### src/rtl/lshar_pkg.sv
// Shared types and constants of the lateral shift hysteresis arbiter.
package lshar_pkg;

  localparam int DIST_W = 11;
  localparam int ID_W   = 16;
  localparam int GAP_W  = 16;
  localparam int CNT_W  = 9;
  localparam int THR_W  = 8;
  localparam int MARGIN_W = 13;
  localparam int ADDR_W = 5;
  localparam int DATA_W = 32;

  localparam logic [1:0] SIDE_NONE  = 2'd0;
  localparam logic [1:0] SIDE_LEFT  = 2'd1;
  localparam logic [1:0] SIDE_RIGHT = 2'd2;

  localparam logic [DIST_W-1:0] MIN_SHIFT_MM = DIST_W'(10);
  localparam logic [CNT_W-1:0]  CNT_MAX      = '1;

  // Register indexes (byte address / 4)
  localparam logic [2:0] REG_SAFETY_MARGIN = 3'd0;
  localparam logic [2:0] REG_MAX_SHIFT     = 3'd1;
  localparam logic [2:0] REG_ENTER_THR     = 3'd2;
  localparam logic [2:0] REG_RELEASE_THR   = 3'd3;
  localparam logic [2:0] REG_DIRECTION_THR = 3'd4;
  localparam logic [2:0] REG_DECREASE_THR  = 3'd5;

  typedef struct packed {
    logic                    inhibit;
    logic signed [GAP_W-1:0] left_gap_mm;
    logic signed [GAP_W-1:0] right_gap_mm;
    logic [ID_W-1:0]         left_obstacle;
    logic [ID_W-1:0]         right_obstacle;
  } in_item_t;

  typedef struct packed {
    logic [1:0]        shift_side;
    logic [DIST_W-1:0] shift_mm;
    logic [ID_W-1:0]   obstacle_id;
  } out_item_t;

  typedef struct packed {
    logic [MARGIN_W-1:0] safety_margin_mm;
    logic [DIST_W-1:0]   max_shift_mm;
    logic [THR_W-1:0]    enter_threshold;
    logic [THR_W-1:0]    release_threshold;
    logic [THR_W-1:0]    direction_threshold;
    logic [THR_W-1:0]    decrease_threshold;
  } cfg_t;

  typedef struct packed {
    logic [1:0]        side;
    logic [DIST_W-1:0] distance;
    logic [ID_W-1:0]   id;
  } cand_t;

endpackage

### src/rtl/lshar_cfg.sv
// Configuration register file with APB-style access.
module lshar_cfg import lshar_pkg::*; (
  input  logic              clk,
  input  logic              rst,
  input  logic              psel,
  input  logic              penable,
  input  logic              pwrite,
  input  logic [ADDR_W-1:0] paddr,
  input  logic [DATA_W-1:0] pwdata,
  output logic [DATA_W-1:0] prdata,
  output logic              pready,
  output cfg_t              cfg
);

  logic       wr_en;
  logic [2:0] reg_idx;

  assign pready  = 1'b1;
  assign wr_en   = psel & penable & pwrite;
  assign reg_idx = paddr[ADDR_W-1:2];

  always_ff @(posedge clk) begin
    if (rst) begin
      cfg.safety_margin_mm    <= MARGIN_W'(500);
      cfg.max_shift_mm        <= DIST_W'(300);
      cfg.enter_threshold     <= THR_W'(5);
      cfg.release_threshold   <= THR_W'(10);
      cfg.direction_threshold <= THR_W'(5);
      cfg.decrease_threshold  <= THR_W'(5);
    end else if (wr_en) begin
      case (reg_idx)
        REG_SAFETY_MARGIN: cfg.safety_margin_mm    <= pwdata[MARGIN_W-1:0];
        REG_MAX_SHIFT:     cfg.max_shift_mm        <= pwdata[DIST_W-1:0];
        REG_ENTER_THR:     cfg.enter_threshold     <= pwdata[THR_W-1:0];
        REG_RELEASE_THR:   cfg.release_threshold   <= pwdata[THR_W-1:0];
        REG_DIRECTION_THR: cfg.direction_threshold <= pwdata[THR_W-1:0];
        REG_DECREASE_THR:  cfg.decrease_threshold  <= pwdata[THR_W-1:0];
        default: ;
      endcase
    end
  end

  always_comb begin
    case (reg_idx)
      REG_SAFETY_MARGIN: prdata = DATA_W'(cfg.safety_margin_mm);
      REG_MAX_SHIFT:     prdata = DATA_W'(cfg.max_shift_mm);
      REG_ENTER_THR:     prdata = DATA_W'(cfg.enter_threshold);
      REG_RELEASE_THR:   prdata = DATA_W'(cfg.release_threshold);
      REG_DIRECTION_THR: prdata = DATA_W'(cfg.direction_threshold);
      REG_DECREASE_THR:  prdata = DATA_W'(cfg.decrease_threshold);
      default:           prdata = '0;
    endcase
  end

endmodule

### src/rtl/lshar_cand.sv
// Per-side shift computation and candidate side selection.
module lshar_cand import lshar_pkg::*; (
  input  in_item_t item,
  input  cfg_t     cfg,
  output cand_t    cand
);

  localparam int DIFF_W = GAP_W + 2;

  function automatic logic [DIST_W-1:0] clamp_shift(
    input logic [MARGIN_W-1:0] margin,
    input logic [DIST_W-1:0]   max_shift,
    input logic signed [GAP_W-1:0] gap
  );
    logic signed [DIFF_W-1:0] diff;
    logic [DIST_W-1:0]        res;
    diff = $signed({{(DIFF_W-MARGIN_W){1'b0}}, margin})
         - $signed({{(DIFF_W-GAP_W){gap[GAP_W-1]}}, gap});
    if (diff[DIFF_W-1]) begin
      res = '0;
    end else if (diff > $signed({{(DIFF_W-DIST_W){1'b0}}, max_shift})) begin
      res = max_shift;
    end else begin
      res = diff[DIST_W-1:0];
    end
    return res;
  endfunction

  logic [DIST_W-1:0] left_shift;
  logic [DIST_W-1:0] right_shift;
  logic              left_hot;
  logic              right_hot;

  assign left_shift  = clamp_shift(cfg.safety_margin_mm, cfg.max_shift_mm, item.left_gap_mm);
  assign right_shift = clamp_shift(cfg.safety_margin_mm, cfg.max_shift_mm, item.right_gap_mm);
  assign left_hot    = left_shift > MIN_SHIFT_MM;
  assign right_hot   = right_shift > MIN_SHIFT_MM;

  // Only one side may be dangerous; both or neither gives no candidate.
  always_comb begin
    if (left_hot && !right_hot) begin
      cand = '{side: SIDE_LEFT, distance: left_shift, id: item.left_obstacle};
    end else if (right_hot && !left_hot) begin
      cand = '{side: SIDE_RIGHT, distance: right_shift, id: item.right_obstacle};
    end else begin
      cand = '{side: SIDE_NONE, distance: '0, id: '0};
    end
  end

endmodule

### src/rtl/lshar_debounce.sv
// Held shift status and its four debounce counters.
module lshar_debounce import lshar_pkg::*; (
  input  logic      clk,
  input  logic      rst,
  input  logic      advance,
  input  logic      inhibit,
  input  cand_t     cand,
  input  cfg_t      cfg,
  output out_item_t held
);

  out_item_t        held_next;
  logic [CNT_W-1:0] enter_counter, enter_counter_next;
  logic [CNT_W-1:0] release_counter, release_counter_next;
  logic [CNT_W-1:0] direction_counter, direction_counter_next;
  logic [CNT_W-1:0] decrease_counter, decrease_counter_next;
  logic [CNT_W-1:0] enter_bump, release_bump, direction_bump, decrease_bump;

  function automatic logic [CNT_W-1:0] bump(input logic [CNT_W-1:0] c);
    return (c == CNT_MAX) ? CNT_MAX : c + CNT_W'(1);
  endfunction

  assign enter_bump     = bump(enter_counter);
  assign release_bump   = bump(release_counter);
  assign direction_bump = bump(direction_counter);
  assign decrease_bump  = bump(decrease_counter);

  always_comb begin
    held_next              = held;
    enter_counter_next     = enter_counter;
    release_counter_next   = release_counter;
    direction_counter_next = direction_counter;
    decrease_counter_next  = decrease_counter;
    if (inhibit) begin
      // force none, keep counters
      held_next = '0;
    end else if (held.shift_side == SIDE_NONE && cand.side == SIDE_NONE) begin
      enter_counter_next     = '0;
      release_counter_next   = '0;
      direction_counter_next = '0;
      decrease_counter_next  = '0;
      held_next              = '0;
    end else if (held.shift_side == SIDE_NONE) begin
      release_counter_next   = '0;
      direction_counter_next = '0;
      decrease_counter_next  = '0;
      enter_counter_next     = enter_bump;
      if (enter_bump > CNT_W'(cfg.enter_threshold)) begin
        held_next          = '{shift_side: cand.side, shift_mm: cand.distance,
                               obstacle_id: cand.id};
        enter_counter_next = '0;
      end
    end else if (cand.side == SIDE_NONE) begin
      enter_counter_next     = '0;
      direction_counter_next = '0;
      decrease_counter_next  = '0;
      release_counter_next   = release_bump;
      if (release_bump > CNT_W'(cfg.release_threshold)) begin
        held_next            = '0;
        release_counter_next = '0;
      end
    end else begin
      enter_counter_next   = '0;
      release_counter_next = '0;
      if (cand.side != held.shift_side) begin
        decrease_counter_next  = '0;
        direction_counter_next = direction_bump;
        if (direction_bump > CNT_W'(cfg.direction_threshold)) begin
          held_next              = '{shift_side: cand.side, shift_mm: cand.distance,
                                     obstacle_id: cand.id};
          direction_counter_next = '0;
        end
      end else if (cand.distance < held.shift_mm) begin
        direction_counter_next = '0;
        decrease_counter_next  = decrease_bump;
        if (decrease_bump > CNT_W'(cfg.decrease_threshold)) begin
          held_next.shift_mm    = cand.distance;
          held_next.obstacle_id = cand.id;
          decrease_counter_next = '0;
        end
      end
    end
  end

  always_ff @(posedge clk) begin
    if (rst) begin
      held              <= '0;
      enter_counter     <= '0;
      release_counter   <= '0;
      direction_counter <= '0;
      decrease_counter  <= '0;
    end else if (advance) begin
      held              <= held_next;
      enter_counter     <= enter_counter_next;
      release_counter   <= release_counter_next;
      direction_counter <= direction_counter_next;
      decrease_counter  <= decrease_counter_next;
    end
  end

endmodule

### src/rtl/lateral_shift_hysteresis_arbiter_top.sv
// Lateral shift hysteresis arbiter: input register, decision logic, held status.
//
// Each transfer on the item channel is one planning cycle and yields exactly one
// transfer on the result channel, carrying the held shift side, distance and
// target after the update. The item is registered, then the per-side shift,
// candidate choice and debounce counter update run combinationally and land in
// the held status registers, which are also the result register. A new item is
// taken every cycle unless the result channel stalls; the result is offered
// from the held status registers once its item has passed the input register.
// The input register keeps accepting while one result waits under stall, so
// only a second stalled item holds off the item channel.
module lateral_shift_hysteresis_arbiter_top import lshar_pkg::*; (
  input  logic              clk,
  input  logic              rst,
  input  logic              item_valid,
  output logic              item_stall,
  input  in_item_t          item,
  output logic              result_valid,
  input  logic              result_stall,
  output out_item_t         result,
  input  logic              psel,
  input  logic              penable,
  input  logic              pwrite,
  input  logic [ADDR_W-1:0] paddr,
  input  logic [DATA_W-1:0] pwdata,
  output logic [DATA_W-1:0] prdata,
  output logic              pready
);

  cfg_t     cfg;
  cand_t    cand;
  in_item_t item_reg;
  logic     item_full;
  logic     advance;
  logic     take;

  // Advance the registered item when the result slot is free or being emptied.
  assign advance    = item_full && (!result_valid || !result_stall);
  assign item_stall = item_full && !advance;
  assign take       = item_valid && !item_stall;

  always_ff @(posedge clk) begin
    if (rst) begin
      item_full    <= 1'b0;
      result_valid <= 1'b0;
    end else begin
      if (take) begin
        item_full <= 1'b1;
      end else if (advance) begin
        item_full <= 1'b0;
      end
      if (advance) begin
        result_valid <= 1'b1;
      end else if (!result_stall) begin
        result_valid <= 1'b0;
      end
    end
  end

  always_ff @(posedge clk) begin
    if (take) begin
      item_reg <= item;
    end
  end

  lshar_cfg u_cfg (
    .clk     (clk),
    .rst     (rst),
    .psel    (psel),
    .penable (penable),
    .pwrite  (pwrite),
    .paddr   (paddr),
    .pwdata  (pwdata),
    .prdata  (prdata),
    .pready  (pready),
    .cfg     (cfg)
  );

  lshar_cand u_cand (
    .item (item_reg),
    .cfg  (cfg),
    .cand (cand)
  );

  lshar_debounce u_debounce (
    .clk     (clk),
    .rst     (rst),
    .advance (advance),
    .inhibit (item_reg.inhibit),
    .cand    (cand),
    .cfg     (cfg),
    .held    (result)
  );

endmodule

### config.mk
export PLATFORM = sky130hd
export DESIGN_NAME = lateral_shift_hysteresis_arbiter_top
export DESIGN_NICKNAME = d
export VERILOG_FILES = /design/src/rtl/lshar_pkg.sv /design/src/rtl/lshar_cfg.sv /design/src/rtl/lshar_cand.sv /design/src/rtl/lshar_debounce.sv /design/src/rtl/lateral_shift_hysteresis_arbiter_top.sv
export SDC_FILE = /design/constraint.sdc
export NUM_CORES = 1
export LEC_CHECK = 0
export ABC_CLOCK_PERIOD_IN_PS = 21800
export BUFFER_PORTS_ARGS = -buffer_cell sky130_fd_sc_hd__buf_2
export CELL_PAD_IN_SITES_DETAIL_PLACEMENT = 1
export CELL_PAD_IN_SITES_GLOBAL_PLACEMENT = 2
export CORE_ASPECT_RATIO = 1.5
export CORE_MARGIN = 4
export CORE_UTILIZATION = 28
export DETAILED_ROUTE_END_ITERATION = 8
export GPL_TIMING_DRIVEN = 0
export PLACE_DENSITY = 0.67
export SLEW_MARGIN = 5
export SYNTH_ARGS = -nofsm -noshare
export SYNTH_HDL_FRONTEND = slang
export SYNTH_SLANG_ARGS = --single-unit
### constraint.sdc
create_clock -name clk -period 21.8 [get_ports clk]
set_clock_uncertainty 0.15 [all_clocks]
set_input_delay 3.27 -clock clk [delete_from_list [all_inputs] [get_ports clk]]
set_output_delay 3.27 -clock clk [all_outputs]
set_load 0.03 [all_outputs]
=== Word-level counts from Yosys, hierarchy flattened ===
Cells that the tools add are included.

* Add/subtract/negate cells: 6
* Magnitude comparators: 9
* Equality and inequality tests: 14
* Muxes and demuxes: 45
* Bitwise gates (word level): 3
* Reduce and logical (&&, ||, !) cells: 32

{| class="wikitable"
|+ Operators with widths
! kind !! count
|-
| $mux W29 || 9
|-
| $mux W9 || 23
|-
| $mux W27 || 3
|-
| $pmux W13 S6 || 1
|-
| $mux W11 || 4
|-
| $add A9 B1 Y9 const B || 4
|-
| $eq A9 B9 Y1 const B || 4
|-
| $gt A18 B12 Y1 || 2
|-
| $gt A9 B8 Y1 || 4
|-
| $sub A14 B16 Y17 || 2
|-
| $gt A11 B4 Y1 const B || 2
|-
| $reduce_bool A5 Y1 || 3
|-
| $reduce_and A2 Y1 || 7
|-
| $reduce_bool A6 Y1 || 2
|-
| $lt A11 B11 Y1 || 1
|-
| $eq A3 B2 Y1 const B || 2
|-
| $eq A3 B3 Y1 const B || 2
|-
| $logic_and A1 B1 Y1 || 6
|-
| $logic_not A1 Y1 || 6
|-
| $ne A6 B3 Y1 const B || 1
|-
| $reduce_and A6 Y1 || 1
|-
| $ne A5 B4 Y1 const B || 1
|-
| $reduce_and A5 Y1 || 1
|-
| $logic_not A2 Y1 || 2
|-
| 12 further kinds || 16
|}

* Flip-flop bits (word level): 188
* Bits of input ports: 109
* Output and inout bits: 64
* Logic and storage cells: 129

=== Longest topological paths before layout ===
Gate-level depths: netlist of the first run.

* Word-level depth: 16
* Gate-level depth with buffers: 40
* Gate-level depth less buffers: 37

=== Modules after synthesis ===
A second synthesis of the first run with hierarchy kept.

* Cells, all modules: 1387
* Area, all modules: 12523.3 sq um

{| class="wikitable"
|+ By module, submodules not included
! module !! instances !! cells each !! area an instance (sq um) !! sequential area each (sq um)
|-
| lshar_debounce || 1 || 519 || 4236.6 || 1301.2
|-
| lshar_cand || 1 || 468 || 3334.4 || 0.0
|-
| lshar_cfg || 1 || 325 || 2914.0 || 1121.1
|-
| lateral_shift_hysteresis_arbiter_top || 1 || 75 || 2038.2 || 1991.9
|}

=== Least setup slack after synthesis of the first run ===
Ideal clock, no wire load.

* Kind: input-to-output
* Start: input paddr[2]
* End: output prdata[10]
* Arrival time: 4.658 ns
* Data required time: 18.380 ns
* Path slack: 13.722 ns
* Stages on the path: 4
* Path buffers: 2
* Cell sequence: clkbuf_1 -> buf_1 -> mux2i_1 -> nor3_1

* Cells in the longest elaborated chain, start to end: 2
* Elaborated cells on any way between the ends: 7
* Those cells by class: eq/ne: 5; mux: 1; reduce/logical: 1

{| class="wikitable"
|+ Ends and longest elaborated chain
! what !! RTL line !! source
|-
| start, declared || lateral_shift_hysteresis_arbiter_top.sv:24 || <nowiki>input logic [ADDR_W-1:0] paddr,</nowiki>
|-
| $eq A3 B3 Y1, or another cell as far along || lshar_cfg.sv:44 || <nowiki>case (reg_idx)</nowiki>
|-
| $pmux W13 S6 * || lshar_cfg.sv:44 ||
|-
| end, declared || lateral_shift_hysteresis_arbiter_top.sv:26 || <nowiki>output logic [DATA_W-1:0] prdata,</nowiki>
|}

Mark *: on every way between the ends. The rest lies on a longest branch, timed or not.

=== Worst setup path after layout of the first run ===
* Start: register u_cfg.cfg[43] (netlist name)
* End: register u_debounce.held[23] (netlist name)

* Cells in the longest elaborated chain, start to end: 16
* Elaborated cells on any way between the ends: 35
* Those cells by class: add/sub: 2; order compare: 5; eq/ne: 4; mux: 15; reduce/logical: 9

{| class="wikitable"
|+ Ends and longest elaborated chain
! what !! RTL line !! source
|-
| $sub A14 B16 Y17 || lshar_cand.sv:18 || <nowiki>- $signed({{(DIFF_W-GAP_W){gap[GAP_W-1]}}, gap});</nowiki>
|-
| $gt A18 B12 Y1 || lshar_cand.sv:21 || <nowiki>end else if (diff > $signed({{(DIFF_W-DIST_W){1'b0}}, max_shift})) begin</nowiki>
|-
| $mux W11 || lshar_cand.sv:21 ||
|-
| $mux W11 || lshar_cand.sv:19 || <nowiki>if (diff[DIFF_W-1]) begin</nowiki>
|-
| $gt A11 B4 Y1 || lshar_cand.sv:36 || <nowiki>assign left_hot = left_shift > MIN_SHIFT_MM;</nowiki>
|-
| $logic_not A1 Y1 || lshar_cand.sv:43 || <nowiki>end else if (right_hot && !left_hot) begin</nowiki>
|-
| $logic_and A1 B1 Y1 || lshar_cand.sv:43 ||
|-
| $mux W29 || lshar_cand.sv:43 ||
|-
| $mux W29 * || lshar_cand.sv:41 || <nowiki>if (left_hot && !right_hot) begin</nowiki>
|-
| branches (longest 7 deep; another with $lt A11 B11 Y1) || n/a ||
|-
| end signal, assigned || lshar_debounce.sv:93 || <nowiki>held <= held_next;</nowiki>
|-
| end, declared || lshar_debounce.sv:9 || <nowiki>output out_item_t held</nowiki>
|}

Mark *: on every way between the ends. The select of a mux whose other input is x is not followed.
A chain may end at the register's enable or synchronous reset.

==> impl_metrics.tcl, run 1 <==
set metrics [dict create \
    wl_um 42300 \
    fin_crit_sh_pct 44.1 \
    cp.arrival_ps 9850 \
    io_buffers 129 \
    hold_violations 0 \
    rows 92 \
    power_density_nw_per_um2 58.8 \
    post_drt_wl_per_cell_um 20.0 \
    drt-initial-drc-count 390 \
    cellLeakagePower_nw 5.81 \
    critical_path.startpoint_type "register" \
    syn_avg_cell_area_sq_um 8.82 \
    place.gp.congestion 0.858 \
    clkLatencyLatePin_ps 460 \
    cp-startpoint "u_cfg.cfg[43]" \
    p_int_w 0.000574 \
    hold_path.class "reg2reg" \
    largest_reg_flops 65 \
    diodes 0 \
    finalCoreUtilization_pct 33.4 \
    min-delay-start "u_debounce.held[8]" \
    worstMarginPinSlew_ps 1040 \
    drv_slew 0 \
    setup_tns_ps 0 \
    clk_pin_slew_worst_paths_ps 80 \
    crit_top_cell "ha_1" \
    cts_tree "built" \
    synthXorXnorAreaFrac_pct 3.63 \
    criticalPathCategory "reg2reg" \
    synth_simple_gate_area_share_pct 19.9 \
    die-area_sq_um 46500 \
    die_y_um 262 \
    ioPinCount 173 \
    critPathMaxFanout 10 \
    seqPwrFrac_pct 45.3 \
    whs_ps 308 \
    cts_setup_buffers 0 \
    synth_mux_area_share_pct 6.60 \
    synthAdderAreaFrac_pct 10.4 \
    synth_seq_cells 188 \
    rsz0062_at_grt "false" \
    clk_path_buf_depth 2 \
    post-place-ws_ps 12170 \
    initial_core_util_pct 28.5 \
    cts_resized 0 \
    swShare_pct 31.0 \
    async_flop_share_pct 0 \
    layout_setup_ws_ps 12180 \
    root_buffer "clkbuf_16" \
    crit_end "u_debounce.held[23]" \
    grt_use_total_pct 18.2 \
    firstDrtPassIters 4 \
    areaGrowthSynthToFinish_pct 17.3 \
    die_x_um 177 \
    synth_edf_count 65 \
    nets 1743 \
    power.share.clock_pct 39.7 \
    finalSetupViolCount 0 \
    holdBufCountCts 0 \
    r2r_cells 40 \
    end_kind "register" \
    comb_power_share_pct 15.0 \
    max_stage_delay_ps 550 \
    status "finished, final reports clean" \
    vias_per_cell 4.91 \
    synthCells 1367 \
    cts.sinks 188 \
    synth_top_family_by_area "simple AND/OR/NAND/NOR gates" \
    vias 10400 \
    placed_cell_area_sq_um 13500 \
    drive_above_1_share_pct 15.4 \
    grt_max_degree 34 \
    max_cap_violations 0 \
    crit_path_top_delay_cell "a211oi_1" \
    grt_pass1_wl_um 64300 \
    r2r_slack_ps 12180 \
    synth-compound-area-share_pct 16.4 \
    finalCriticalPeriod_ps 9620 \
    first_global_vias 11100 \
    layout_commonest_cell "nand2_1" \
    core_area_sq_um 42400 \
    numCtsBuffers 17 \
    overflow 0 \
    cts.htree.levels 4 \
    ir_drop_mv 0.0495 \
    required_ps 22030 \
    ys.warnings.count 0 \
    drc 0 \
    layout_common_cells "nand2_1, buf_2, dfxtp_1" \
    fmax_mhz 104 \
    synth.distinct_cells 82 \
    p_sw_w 0.000257 \
    antenna_left 0 \
    fin_area_sq_um 14100 \
    slew_headroom_pct 30.5 \
    seq_area_frac_synth_pct 36.6 \
    synth_flop_cell "dfxtp_1" \
    r2r_end "u_debounce.held[23]" \
    r2r-start "u_cfg.cfg[43]" \
    dp_hpwl_um 34400 \
    antenna_found_initial 0 \
    synth_area_sq_um 12100 \
]
## logic make-up (layout without fill, tap and decap cells)
kind of cell,after synthesis,after routing
other cells,2,20
mux,79,79
simple gates,483,483
buf+inv,178,341
compound gates,288,288
fa+ha+maj,99,99
flops,188,188
xor+xnor,50,50
## critical path, delay by kind of cell, from the launching register on
family | cells | cell delay, ps
flops | 1 | 370
compound gates | 12 | 2590
mux | 1 | 200
simple gates | 15 | 3330
xor+xnor | 1 | 310
fa+ha+maj | 5 | 1420
buf+inv | 6 | 1150
## synthesized netlist by cell type (19+ instances only)
library cell  instances  area share (%)
nand2_1             162             5.0
dfxtp_1             123              20
inv_1               105             3.3
ha_1                 97              10
nor2_1               94             2.9
a21oi_1              78             3.2
mux2i_1              75             6.2
edfxtp_1             65              16
nand3_1              52             2.2
o21ai_0              51             2.1
xnor2_1              36             2.6
clkbuf_1             34             1.1
nand2b_1             29             1.5
buf_4                20             1.2
nor3_1               19            0.79
## metal layers
metal / GRT usage, % / share of wire (%)
met5: 0 / 0
met4: 5.18 / 2.2
met2: 37.1 / 57
met3: 2.09 / 2.0
met1: 19.1 / 38
## how the worst min path moves through the flow
stage / endpoint / slack [ps] / cells past startpoint
2_1_floorplan: u_cfg.cfg[43] / 300 / 2
3_3_place_gp: u_debounce.held[1] / 290 / 2
3_5_place_dp: u_debounce.held[8] / 300 / 2
4_1_cts: u_debounce.held[8] / 310 / 2
5_1_grt: u_debounce.held[8] / 340 / 2
6_report: u_debounce.held[8] / 310 / 2
## area by class of cell
| cell class | count | area (sq um) |
|---|---|---|
| inverters | 105 | 394 |
| clock buffers | 17 | 425 |
| fillers | 5080 | 28200 |
| plain buffers | 73 | 379 |
| repair buffers | 131 | 686 |
| multi-input cells | 1019 | 6950 |
| flip-flops and latches | 188 | 4410 |
| well taps | 564 | 706 |
| clock inverters | 15 | 184 |
## power groups by stage
stage	sequential, W	clock, W	combinational, W
floorplan	0.000384	0	0.0000810
global placement	0.000385	0	0.000123
detailed placement	0.000385	0	0.000126
CTS	0.000377	0.000341	0.000127
global route	0.000378	0.000355	0.000138
finish	0.000376	0.000330	0.000125
## metrics by stage
step | power, W | instances
2_1_floorplan | 0.000465 | 1385
3_3_place_gp | 0.000508 | 2078
3_5_place_dp | 0.000511 | 2080
4_1_cts | 0.000844 | 2112
5_1_grt | 0.000871 | 2112
6_report | 0.000831 | 2112
Power figures use the tool's default switching activity.
==> run 2, diff against run 1 <==
- ABC_AREA: unset -> 1
- ABC_CLOCK_PERIOD_IN_PS: 21800 -> 8000
- PLACE_DENSITY: 0.67 -> 0.73
- clock period: 21.8 -> 8 ns (I/O delays scaled with it)
==> impl_metrics.tcl, run 2 <==
set metrics [dict create \
    antenna_left 0 \
    cts.sinks 188 \
    grt_pass1_wl_um 64200 \
    ioPinCount 173 \
    hold_violations 0 \
    max_stage_delay_ps 520 \
    grt.met2_usage_pct 35.7 \
    nets 1961 \
    initial_core_util_pct 28.2 \
    wl_um 41900 \
    drive_above_1_share_pct 15.2 \
    seq_area_frac_synth_pct 37.2 \
    die-area_sq_um 45800 \
    power_w 0.00235 \
    areaGrowthSynthToFinish_pct 17.1 \
    yosys.cell_count.top_type "nand2_1" \
    synthCells 1585 \
    end_kind "register" \
    ir_drop_mv 0.148 \
    die_x_um 176 \
    synth_edf_count 65 \
    rsz0062_at_grt "false" \
    drt-initial-drc-count 423 \
    layout_setup_ws_ps 573 \
    synth_top_area_cell "dfxtp_1" \
    syn_avg_cell_area_sq_um 7.49 \
    synth_top_cells_by_area "dfxtp_1, edfxtp_1, nand2_1, ha_1, inv_1" \
    rows 92 \
    r2r_cells 39 \
    die_y_um 260 \
    drc 0 \
    synth.distinct_cells 55 \
    whs_ps 326 \
    grtUsageMet3_pct 2.14 \
    seqCellArea_sq_um 4410 \
    dp_hpwl_um 34000 \
    vias_per_cell 4.74 \
    layout_common_cells "nand2_1, inv_1, buf_2" \
    fin_crit_sh_pct 92.8 \
    status "finished, final reports clean" \
    power_density_nw_per_um2 169 \
    place.gp.congestion 0.900 \
    synth_flop_cell "dfxtp_1" \
    finalCoreUtilization_pct 33.1 \
    antenna_found_initial 1 \
    finalCriticalPeriod_ps 7430 \
    grt.busiest_layer "met2" \
    crit_top_cell "nand2_1" \
    grtUsageMet1_pct 19.2 \
    drv_slew 0 \
    hold_depth 2 \
    synth_common_cells "nand2_1, inv_1, a21oi_1, nor2_1, dfxtp_1" \
    crit_path_top_delay_cell "o21ai_0" \
    ys.warnings.count 0 \
    io_buffers 129 \
    synth_top_area_share_pct 20.7 \
    async_flop_share_pct 0 \
    required_ps 8200 \
    layout_commonest_cell "nand2_1" \
    clk_path_buf_depth 2 \
    post_drt_wl_per_cell_um 18.0 \
    multi_input_area_sq_um 6340 \
    overflow 0 \
    root_buffer "clkbuf_16" \
    holdBufCountCts 0 \
    first_global_vias 11600 \
    largest_reg_flops 65 \
    critical_path.startpoint_type "register" \
    grt_max_degree 66 \
    n_fill_cell 5244 \
    finalSetupViolCount 0 \
    cellLeakagePower_nw 6.56 \
    grt_use_total_pct 18.2 \
    max_cap_violations 0 \
    firstDrtPassIters 4 \
    critPathMaxFanout 10 \
    cp.arrival_ps 7630 \
    criticalPathCategory "reg2reg" \
    synth_seq_cells 188 \
    fmax_mhz 135 \
    hold_path.class "reg2reg" \
    worstMarginPinSlew_ps 1110 \
    synth_area_sq_um 11900 \
    slew_headroom_pct 25.1 \
    post-place-ws_ps -496 \
    numCtsBuffers 17 \
    cts.htree.levels 4 \
    cts_tree "built" \
    vias 11000 \
    clkLatencyLatePin_ps 460 \
    clk_pin_slew_worst_paths_ps 70 \
    setup_tns_ps 0 \
    core_area_sq_um 42000 \
]
run 2: cell type report:
| class | count | share of cell area, % |
|---|---|---|
| antenna | 1 | 0.0180 |
| sequential | 188 | 31.8 |
| tap | 564 | 5.08 |
| clock buffer | 22 | 3.50 |
| inverter | 225 | 6.17 |
| timing repair buffer | 131 | 4.75 |
| clock inverter | 10 | 0.576 |
| buffer | 62 | 2.55 |
| multi-input combinational | 1128 | 45.6 |
run 2: worst max-delay path, delay by kind of cell (launching register included):
| kind | cells | cell delay, ps |
|---|---|---|
| and+or+nand+nor | 20 | 2420 |
| AOI/OAI and AO/OA | 8 | 1880 |
| adders and majority gates | 4 | 1210 |
| buffers and inverters | 6 | 850 |
| DFF | 1 | 500 |
| xor gates and xnor gates | 1 | 270 |
run 2: worst paths after layout:
path / slack (ps) / from / to
worst max-delay path: 570 / u_cfg.cfg[45] / u_debounce.held[19]
worst min-delay path: 330 / u_debounce.release_counter[8] / u_debounce.release_counter[8]
worst max register to register: 570 / u_cfg.cfg[45] / u_debounce.held[19]
worst min register to register: 330 / u_debounce.release_counter[8] / u_debounce.release_counter[8]
run 2: repair_timing:
| item | 4_1_cts | 5_1_grt |
|---|---|---|
| pin swaps | 0 | 1 |
| setup endpoints to repair | 45 | 45 |
| gates cloned | 0 | 0 |
| buffers inserted | 0 | 2 |
| gates resized for setup | 3 | 12 |
run 2: power breakdown:
part           switching, W  internal, W
combinational      0.000296     0.000147
sequential        0.0000241      0.00103
clock              0.000415     0.000441
total              0.000736      0.00162
run 2: kinds of logic (layout without fill, tap and decap cells):
logic type      count (synthesis)  count (layout)  synth area share [%]
flops                         188             188                  37.2
buf+inv                       287             450                  10.1
fa+ha+maj                      99              99                  10.6
xor+xnor                       35              35                  2.58
simple gates                  669             669                  24.5
other cells                     2              21                0.0633
compound gates                305             305                  15.0
run 2: per-stage QoR:
stage | cell area (sq um) | cells
after floorplan | 11900 | 1603
after detailed placement | 13300 | 2296
after CTS | 13900 | 2328
after global routing | 13900 | 2331
final | 13900 | 2331
after global placement | 13300 | 2296
run 2: per-layer routing:
| metal | wire length (um) | share of wire (%) |
|---|---|---|
| met1 | 16100 | 38 |
| met2 | 23000 | 55 |
| met3 | 1050 | 2.5 |
| met4 | 1700 | 4.1 |
| met5 | 0 | 0 |
==> run 3, diff against run 2 <==
- CORE_UTILIZATION: 28 -> 30
- PLACE_DENSITY: 0.73 -> 0.78
- RECOVER_POWER: unset -> 50
==> impl_metrics.tcl, run 3 (synthesized netlist as in run 2, its figures left out) <==
set metrics [dict create \
    drv_slew 66 \
    numCtsBuffers 17 \
    grtUsageMet1_pct 20.1 \
    root_buffer "clkbuf_16" \
    hold_violations 0 \
    violations "max-capacitance violations, max-slew violations" \
    largest_reg_flops 65 \
    ioPinCount 173 \
    areaGrowthSynthToFinish_pct 16.2 \
    criticalPathCategory "reg2reg" \
    antenna_left 0 \
    cts_tree "built" \
    drc 0 \
    place.gp.congestion 0.875 \
    placed_cells_incl_taps 2232 \
    cts.sinks 188 \
    nets 1961 \
    critPathMaxFanout 10 \
    fmax_mhz 134 \
    drt-initial-drc-count 433 \
    grt_use_total_pct 19.2 \
    critical_path.startpoint_type "register" \
    dp_hpwl_um 33400 \
    max_stage_delay_ps 510 \
    die-area_sq_um 42900 \
    layout_setup_ws_ps 534 \
    antenna_found_initial 1 \
    layout_common_cells "nand2_1, inv_1, a21oi_1" \
    finalCriticalPeriod_ps 7470 \
    vias 11200 \
    grt.met2_usage_pct 37.4 \
    grt_max_degree 66 \
    post-place-ws_ps -583 \
    drive_above_1_share_pct 13.3 \
    vias_per_cell 4.94 \
    hold_path.class "reg2reg" \
    io_buffers 129 \
    instances_no_fill 2267 \
    status "finished with violations" \
    cellLeakagePower_nw 6.42 \
    end_kind "register" \
    crit_top_cell "nand2_1" \
    firstDrtPassIters 4 \
    clkLatencyLatePin_ps 460 \
    initial_core_util_pct 30.3 \
    whs_ps 323 \
    cts.htree.levels 4 \
    finalSetupViolCount 0 \
    grtUsageMet3_pct 2.37 \
    wl_um 41000 \
    core_area_sq_um 39200 \
    post_drt_wl_per_cell_um 18.1 \
    grt.busiest_layer "met2" \
    rows 89 \
    worstMarginPinSlew_ps 2940 \
    die_y_um 252 \
    slew_headroom_pct -97.4 \
    layout_commonest_cell "nand2_1" \
    fin_crit_sh_pct 93.3 \
    cp.arrival_ps 7670 \
    grt_pass1_wl_um 63500 \
    max_cap_violations 1 \
    finalCoreUtilization_pct 35.2 \
    ir_drop_mv 0.157 \
    power_density_nw_per_um2 170 \
    required_ps 8210 \
    die_x_um 170 \
    power_w 0.00235 \
    overflow 0 \
    crit_path_top_delay_cell "dfxtp_1" \
    first_global_vias 11600 \
    clk_pin_slew_worst_paths_ps 70 \
    clk_path_buf_depth 2 \
]
-- run 3: cell count changes in the layout (fill, tap and decap cells not counted), moves of 2 or more --
cell      previous run  this run
o22ai_2              0         2
buf_2              136       102
o21ai_0             68        72
clkbuf_1            29        62
o22ai_1             17        15
o21ai_1              6         3
inv_6                2         4
-- run 3: layer usage --
metal / up-vias / routed length (um)
met5: - / 0
met4: 0 / 1640
met3: 71 / 1030
met2: 169 / 22900
met1: 5395 / 15400
li1: 5556 / -
-- run 3: critical path: cells and delay by family (launching register included) --
family | cells | cell delay, ps
compound gates | 8 | 1750
xor+xnor | 1 | 280
fa+ha+maj | 4 | 1210
buf+inv | 6 | 880
flops | 1 | 510
simple gates | 22 | 2570
-- run 3: area by class of cell --
class	instances	area (sq um)
Tap cell	500	626
Fill cell	4896	25400
Timing Repair Buffer	131	618
Inverter	225	856
Clock inverter	14	134
Antenna cell	1	2.50
Multi-Input combinational cell	1128	6350
Buffer	62	352
Sequential cell	188	4410
Clock buffer	18	439
-- run 3: metrics by stage --
| stage | setup TNS (ps) | instance area, sq um |
|---|---|---|
| finish | 0 | 13800 |
| global placement | -13830 | 13200 |
| global route | -69.9 | 13800 |
| CTS | 0 | 13800 |
| floorplan | 0 | 11900 |
| detailed placement | -21940 | 13200 |
-- run 3: power by group --
part	internal, W	total [W]	switching, W
sequential	0.00103	0.00105	0.0000242
clock	0.000444	0.000857	0.000413
combinational	0.000144	0.000438	0.000294
total	0.00162	0.00235	0.000731
-- run 3: worst paths after layout --
check,start,to,cells after the start,slack (ps)
max reg2reg,u_cfg.cfg[45],u_debounce.decrease_counter[3],41,530
min reg2reg,u_debounce.release_counter[8],u_debounce.release_counter[8],2,320
max,u_cfg.cfg[45],u_debounce.decrease_counter[3],41,530
min,u_debounce.release_counter[8],u_debounce.release_counter[8],2,320
-- run 3: repair_timing --
| action | in CTS | in global routing |
|---|---|---|
| pin swaps | 0 | 1 |
| setup buffers | 0 | 2 |
| hold buffers | 0 | 0 |
| resized for setup | 3 | 8 |
| setup endpoints to repair | 45 | 45 |
| cloned | 0 | 0 |
